**config.mk**
```make
export PLATFORM = sky130hd
export DESIGN_NAME = http_chunked_body_decoder_core
export DESIGN_NICKNAME = d
export VERILOG_FILES = /design/src/design/hcbd_pkg.sv /design/src/design/http_chunked_body_decoder_core.sv
export SDC_FILE = /design/constraint.sdc
export NUM_CORES = 1
export LEC_CHECK = 0
export BUFFER_PORTS_ARGS = -buffer_cell sky130_fd_sc_hd__clkbuf_2
export CORE_MARGIN = 2
export CORE_UTILIZATION = 60
export CTS_CLUSTER_DIAMETER = 120
export DETAILED_ROUTE_END_ITERATION = 10
export GPL_ROUTABILITY_DRIVEN = 0
export PLACE_DENSITY = 0.82
export SETUP_SLACK_MARGIN = 0.3
export SLEW_MARGIN = 20
export SYNTH_ARGS = -nofsm -noshare
export SYNTH_HDL_FRONTEND = slang
export SYNTH_SLANG_ARGS = --single-unit
```
**constraint.sdc**
```tcl
create_clock -name clk -period 5.25 [get_ports clk]
set_clock_uncertainty 0.05 [all_clocks]
set_input_delay 0.525 -clock clk [delete_from_list [all_inputs] [get_ports clk]]
set_output_delay 0.525 -clock clk [all_outputs]
set_load 0.02 [all_outputs]
```
**src/design/hcbd_pkg.sv**
```systemverilog
package hcbd_pkg;

  // result kind codes
  typedef logic [1:0] kind_t;

  localparam kind_t KIND_FRAME = 2'd0;
  localparam kind_t KIND_DATA  = 2'd1;
  localparam kind_t KIND_DONE  = 2'd2;
  localparam kind_t KIND_ERR   = 2'd3;

  typedef logic [7:0] byte_t;

endpackage

```
**src/design/http_chunked_body_decoder_core.sv**
```systemverilog
// channel | ports                                  | beat
// --------+----------------------------------------+-------------------------------
// in      | in_valid, in_ready, in_byte            | one raw byte of the chunked body
// out     | out_valid, out_ready, out_payload_byte,| one result per input byte
//         | out_kind                               |
//
// one byte per clock unless out_ready stalls: the parser state updates and the result
// register loads in the cycle the byte is accepted; the result shows on the next cycle
// the only loop is the parser state itself (phase, size, byte count), one step per byte
// rst_n is synchronous, active low; it returns the parser to the start of a message
// a stalled result holds in the output register; a new byte is taken in the same
// cycle the held result leaves, so out_ready low stalls the input one for one
module http_chunked_body_decoder_core #(
  parameter int SIZE_BITS = 32
) (
  input  logic                clk,
  input  logic                rst_n,
  input  logic                in_valid,
  output logic                in_ready,
  input  hcbd_pkg::byte_t     in_byte,
  output logic                out_valid,
  input  logic                out_ready,
  output hcbd_pkg::byte_t     out_payload_byte,
  output hcbd_pkg::kind_t     out_kind
);
  import hcbd_pkg::*;

  // parser phases
  localparam logic [2:0] PH_SIZE  = 3'd0;
  localparam logic [2:0] PH_EXT   = 3'd1;
  localparam logic [2:0] PH_DATA  = 3'd2;
  localparam logic [2:0] PH_SKIP  = 3'd3;
  localparam logic [2:0] PH_TRAIL = 3'd4;
  localparam logic [2:0] PH_ERR   = 3'd5;
  localparam logic [2:0] PH_FINAL = 3'd6;

  localparam byte_t CH_CR   = 8'h0d;
  localparam byte_t CH_LF   = 8'h0a;
  localparam byte_t CH_SEMI = 8'h3b;

  localparam logic [1:0] SKIP_LEN = 2'd2;

  logic [2:0]           phase_r, phase_nxt;
  logic [SIZE_BITS-1:0] size_accum_r, size_accum_nxt;
  logic [SIZE_BITS-1:0] bytes_left_r, bytes_left_nxt;
  logic                 digit_seen_r, digit_seen_nxt;
  logic [1:0]           skip_count_r, skip_count_nxt;
  logic                 line_start_r, line_start_nxt;

  logic                 out_valid_r;
  byte_t                out_payload_r, out_payload_nxt;
  kind_t                out_kind_r, out_kind_nxt;

  logic                 accept;
  logic                 is_hex;
  logic [3:0]           hex_val;
  logic                 is_cr, is_lf, is_semi;
  logic                 size_full;
  logic [SIZE_BITS-1:0] left_dec;
  logic [1:0]           skip_dec;

  // output register frees itself in the same cycle its beat is taken
  assign in_ready = !out_valid_r || out_ready;
  assign accept   = in_valid && in_ready;

  assign out_valid        = out_valid_r;
  assign out_payload_byte = out_payload_r;
  assign out_kind         = out_kind_r;

  // hex digit decode, both cases
  always_comb begin
    is_hex  = 1'b1;
    hex_val = 4'd0;
    if (in_byte >= 8'h30 && in_byte <= 8'h39) begin
      hex_val = 4'(in_byte - 8'h30);
    end else if (in_byte >= 8'h61 && in_byte <= 8'h66) begin
      hex_val = 4'(in_byte - 8'h57);
    end else if (in_byte >= 8'h41 && in_byte <= 8'h46) begin
      hex_val = 4'(in_byte - 8'h37);
    end else begin
      is_hex = 1'b0;
    end
  end

  assign is_cr   = (in_byte == CH_CR);
  assign is_lf   = (in_byte == CH_LF);
  assign is_semi = (in_byte == CH_SEMI);

  // another digit would shift a nonzero nibble out of the top
  assign size_full = (size_accum_r[SIZE_BITS-1 -: 4] != 4'd0);

  assign left_dec = (bytes_left_r != '0) ? bytes_left_r - 1'b1 : '0;
  assign skip_dec = (skip_count_r != 2'd0) ? skip_count_r - 2'd1 : 2'd0;

  always_comb begin
    phase_nxt       = phase_r;
    size_accum_nxt  = size_accum_r;
    bytes_left_nxt  = bytes_left_r;
    digit_seen_nxt  = digit_seen_r;
    skip_count_nxt  = skip_count_r;
    line_start_nxt  = line_start_r;
    out_payload_nxt = '0;
    out_kind_nxt    = KIND_FRAME;

    unique case (phase_r)
      PH_SIZE: begin
        if (is_hex) begin
          if (size_full) begin
            phase_nxt    = PH_ERR;
            out_kind_nxt = KIND_ERR;
          end else begin
            size_accum_nxt = {size_accum_r[SIZE_BITS-5:0], hex_val};
            digit_seen_nxt = 1'b1;
          end
        end else if (!digit_seen_r || !(is_cr || is_lf || is_semi)) begin
          // empty size or a stray character in the size
          phase_nxt    = PH_ERR;
          out_kind_nxt = KIND_ERR;
        end else if (is_lf) begin
          if (size_accum_r == '0) begin
            phase_nxt      = PH_TRAIL;
            line_start_nxt = 1'b1;
          end else begin
            phase_nxt      = PH_DATA;
            bytes_left_nxt = size_accum_r;
          end
        end else begin
          phase_nxt = PH_EXT;
        end
      end
      PH_EXT: begin
        if (is_lf) begin
          if (size_accum_r == '0) begin
            phase_nxt      = PH_TRAIL;
            line_start_nxt = 1'b1;
          end else begin
            phase_nxt      = PH_DATA;
            bytes_left_nxt = size_accum_r;
          end
        end
      end
      PH_DATA: begin
        out_kind_nxt    = KIND_DATA;
        out_payload_nxt = in_byte;
        bytes_left_nxt  = left_dec;
        if (left_dec == '0) begin
          phase_nxt      = PH_SKIP;
          skip_count_nxt = SKIP_LEN;
        end
      end
      PH_SKIP: begin
        // chunk trailing CRLF, not checked
        skip_count_nxt = skip_dec;
        if (skip_dec == 2'd0) begin
          phase_nxt      = PH_SIZE;
          size_accum_nxt = '0;
          digit_seen_nxt = 1'b0;
        end
      end
      PH_TRAIL: begin
        if (line_start_r && is_lf) begin
          phase_nxt      = PH_SIZE;
          size_accum_nxt = '0;
          bytes_left_nxt = '0;
          digit_seen_nxt = 1'b0;
          skip_count_nxt = 2'd0;
          line_start_nxt = 1'b1;
          out_kind_nxt   = KIND_DONE;
        end else if (line_start_r && is_cr) begin
          phase_nxt = PH_FINAL;
        end else begin
          line_start_nxt = is_lf;
        end
      end
      PH_FINAL: begin
        if (is_lf) begin
          phase_nxt      = PH_SIZE;
          size_accum_nxt = '0;
          bytes_left_nxt = '0;
          digit_seen_nxt = 1'b0;
          skip_count_nxt = 2'd0;
          line_start_nxt = 1'b1;
          out_kind_nxt   = KIND_DONE;
        end
      end
      default: begin
        // sticky error, also catches the unused phase code
        phase_nxt    = PH_ERR;
        out_kind_nxt = KIND_ERR;
      end
    endcase
  end

  // parser state and the valid flag
  always_ff @(posedge clk) begin
    if (!rst_n) begin
      phase_r      <= PH_SIZE;
      size_accum_r <= '0;
      bytes_left_r <= '0;
      digit_seen_r <= 1'b0;
      skip_count_r <= 2'd0;
      line_start_r <= 1'b1;
      out_valid_r  <= 1'b0;
    end else begin
      if (accept) begin
        phase_r      <= phase_nxt;
        size_accum_r <= size_accum_nxt;
        bytes_left_r <= bytes_left_nxt;
        digit_seen_r <= digit_seen_nxt;
        skip_count_r <= skip_count_nxt;
        line_start_r <= line_start_nxt;
      end
      if (accept) begin
        out_valid_r <= 1'b1;
      end else if (out_ready) begin
        out_valid_r <= 1'b0;
      end
    end
  end

  // result payload, no reset needed
  always_ff @(posedge clk) begin
    if (accept) begin
      out_payload_r <= out_payload_nxt;
      out_kind_r    <= out_kind_nxt;
    end
  end

endmodule

```
==> metrics <==
fillers=641; H-tree depth=3; Worst Path Buf+Inv=2; synthesized instance count=623; Critical Path Stages=10; first-pass GRT wire length=21.3 mm; post-layout min period=3.74 ns; Max Cap Viol=0; worst slew pin tran=slightly above 1 ns; area leader, netlist=dfxtp_1; delay-heaviest family, CP=simple AND/OR/NAND/NOR gates; Clock Latency Late Sink=0.36 ns; largest net degree at the start of global routing=70; Die W=between 90 and 100 um; Worst R2R Setup Slack=1.51 ns; Vias=4882; Die Area=8820 um^2; combinational power share=0.409; Final Slew Violations=0; status=complete, no violations; WHS Path Cells=3; CP startpoint kind=flop; antenna fix cells=0; Post-synth EDFFs=10; vias in the first global route=approximately 4300; Reg power frac=0.365; CTS sink cnt=slightly above 80; # nets final=630; Clock Path Buffers=2; Post-Syn Area=4850 um^2; synthesized area per cell=7.79 um^2; cts repair resizes=0; worst hold path startpoint=in_valid; Final Cycle Share=0.713; Core ar.=7770 um^2; CTS tree=yes; WP data required=roughly 5.5 ns; Worst-path clk slew=0.09 ns; switching part of the total=0.423; RSZ-0062 raised after global routing=false; Sw Pwr=slightly below 900 uW; Root Driver=clkbuf_8; I/O Buffers=23; Reg-to-Reg End=bytes_left_r[13]; Slew HR=0.311; Ports=24; PD cells=400 nW/um^2; crit path kind=reg -> reg; leak pwr=0.00182 uW; Worst Setup End Kind=flop; Avg WL per Cell=18.0 um; final wirelength=12.9 mm; Tot Pwr=slightly above 2000 uW; FP Rows=32; Starting Density=0.625; Die H=93.9 um; Min-Delay Endpoint=out_valid; P_int=around 1200 uW; Multi-input gate area=2860 um^2; grt ovf=0; Hold Fails Final Rpt=0; post-CTS setup buffer count=0; max incr delay on CP=0.60 ns; drt initial violations=514; synth top area cells=dfxtp_1, edfxtp_1, nand2_1; Post-DP HPWL=8.77 mm; worst hold margin=0.330 ns; TNS Setup=0 ns; clock share of power=0.226; Syn Nets=640; reg-to-reg startpoint=bytes_left_r[0]; Register Area=1740 um^2; critical path peak fanout=14; drc violations=0; register area share after synthesis=0.359; share of the synthesized area in the top cell type=0.297; FF-to-FF path depth=10; Final Util=0.659; count of different cell masters after synthesis=80; Post-DRT Antenna Nets=0; Yosys Warn Count=0; ys flop type=dfxtp_1; CTS Hold Bufs=0; setup violators final=0; initial antenna violation count=0; FMAX=267 MHz; Worst Hold Class=in -> reg; CP Cell Sequence=inv_1 -> ha_1 -> or3b_2 -> nor2_1 -> nand2_1 -> o21ai_1 -> buf_4 -> a21oi_1 -> a211o_1 -> o211a_1; routed vias/inst=6.78; Synth async-reset ratio=0; slowest stage cell on the critical path=nor2_1; area grow syn2layout=5.54%; share of cells above drive strength 1=0.110; Critical Path AT=3.95 ns; Max VDD drop=0.206 mV; number of synthesized register bits=82; drt pass-1 iters=6; Total GRT Usage=0.302; total CTS buffers=9
flip-flops by register name (all words and copies together), names as in the netlist:
name              count
line_start_r          1
size_accum_r         32
skip_count_r          2
out_payload_byte      8
phase_r               3
digit_seen_r          1
out_kind              2
out_valid             1
bytes_left_r         32
cells by family (layout without fill, tap and decap cells):
family                   after synthesis  count (layout)  synth area share
buffers and inverters                 61              56            0.0547
XOR/XNOR                              10              10            0.0180
multiplexers                           3               3           0.00670
flip-flops                            82              82             0.359
adder cells (fa/ha/maj)                5               5            0.0129
AO/OA/AOI/OAI                        185             185             0.253
AND/OR/NAND/NOR                      277             277             0.296
placed cells by master, fill, tap and decap left out, drive strengths merged, types with 6 or more instances in the layout:
master	count
nand4	7
o21ai	37
inv	11
a22oi	11
o31ai	6
a21oi	59
nor3	21
nand3	41
edfxtp	10
and2	8
nor2	57
nor4	22
o41ai	6
nand4b	6
dfxtp	72
a211oi	13
clkbuf	33
nand2	80
a221oi	10
synth_stat cells, types with 4 or more instances:
library cell,number
edfxtp_1,10
a221oi_1,10
nand2_1,80
a21boi_0,4
dfxtp_1,72
a21oi_1,59
buf_2,11
o41ai_1,6
or3_1,4
a22oi_1,11
xor2_1,5
nor2_1,57
a211oi_1,13
nand3_1,40
ha_1,5
nor3b_1,4
o21ai_0,34
xnor2_1,5
nor4_1,18
o31ai_1,6
inv_1,10
nand4_1,7
nand4b_1,6
clkbuf_1,34
nor3_1,21
and2_1,8
layer usage:
layer,GRT usage,wire length [um]
met5,0,0
met4,0.118,412
met3,0.0385,992
met2,0.492,6060
met1,0.408,5460
worst max path at each step:
stage                         start               end  slack, ns
floorplan                in_byte[1]  bytes_left_r[19]       2.47
global placement    bytes_left_r[0]  bytes_left_r[13]       1.64
detailed placement       in_byte[1]   bytes_left_r[7]       1.62
CTS                 bytes_left_r[0]  bytes_left_r[13]       1.61
global route        bytes_left_r[0]  bytes_left_r[27]       1.25
finish              bytes_left_r[0]  bytes_left_r[13]       1.51
final cells by class:
| type | instances | share of cell area |
|---|---|---|
| Clock buffer | 10 | 0.0249 |
| Timing Repair Buffer | 28 | 0.0298 |
| Sequential cell | 82 | 0.340 |
| Multi-Input combinational cell | 480 | 0.558 |
| Tap cell | 102 | 0.0249 |
| Clock inverter | 6 | 0.0134 |
| Inverter | 12 | 0.00904 |
stage by stage:
stage                     instance area (um^2)  std cells  worst slack (ns)
final                                     5120        720              1.51
after global placement                    4920        704              1.64
after CTS                                 5120        720              1.61
after global routing                      5120        720              1.25
after floorplan                           4850        623              2.47
after detailed placement                  4920        704              1.62
worst register-to-register path: stages, from the launching register on:
cell     delay [ns]
dfxtp_1        0.36
inv_1          0.11
ha_1           0.30
or3b_2         0.58
nor2_1         0.60
nand2_1        0.27
o21ai_1        0.57
buf_4          0.32
a21oi_1        0.07
a211o_1        0.29
o211a_1        0.12
power groups by stage:
| stage | registers, uW | logic [uW] | clock network (uW) |
|---|---|---|---|
| after CTS | 744 | 817 | 467 |
| after floorplan | 733 | 662 | 0 |
| final | 746 | 838 | 463 |
| after global placement | 755 | 793 | 0 |
| after global routing | 754 | 912 | 497 |
| after detailed placement | 758 | 812 | 0 |
Power figures use the tool's default switching activity.
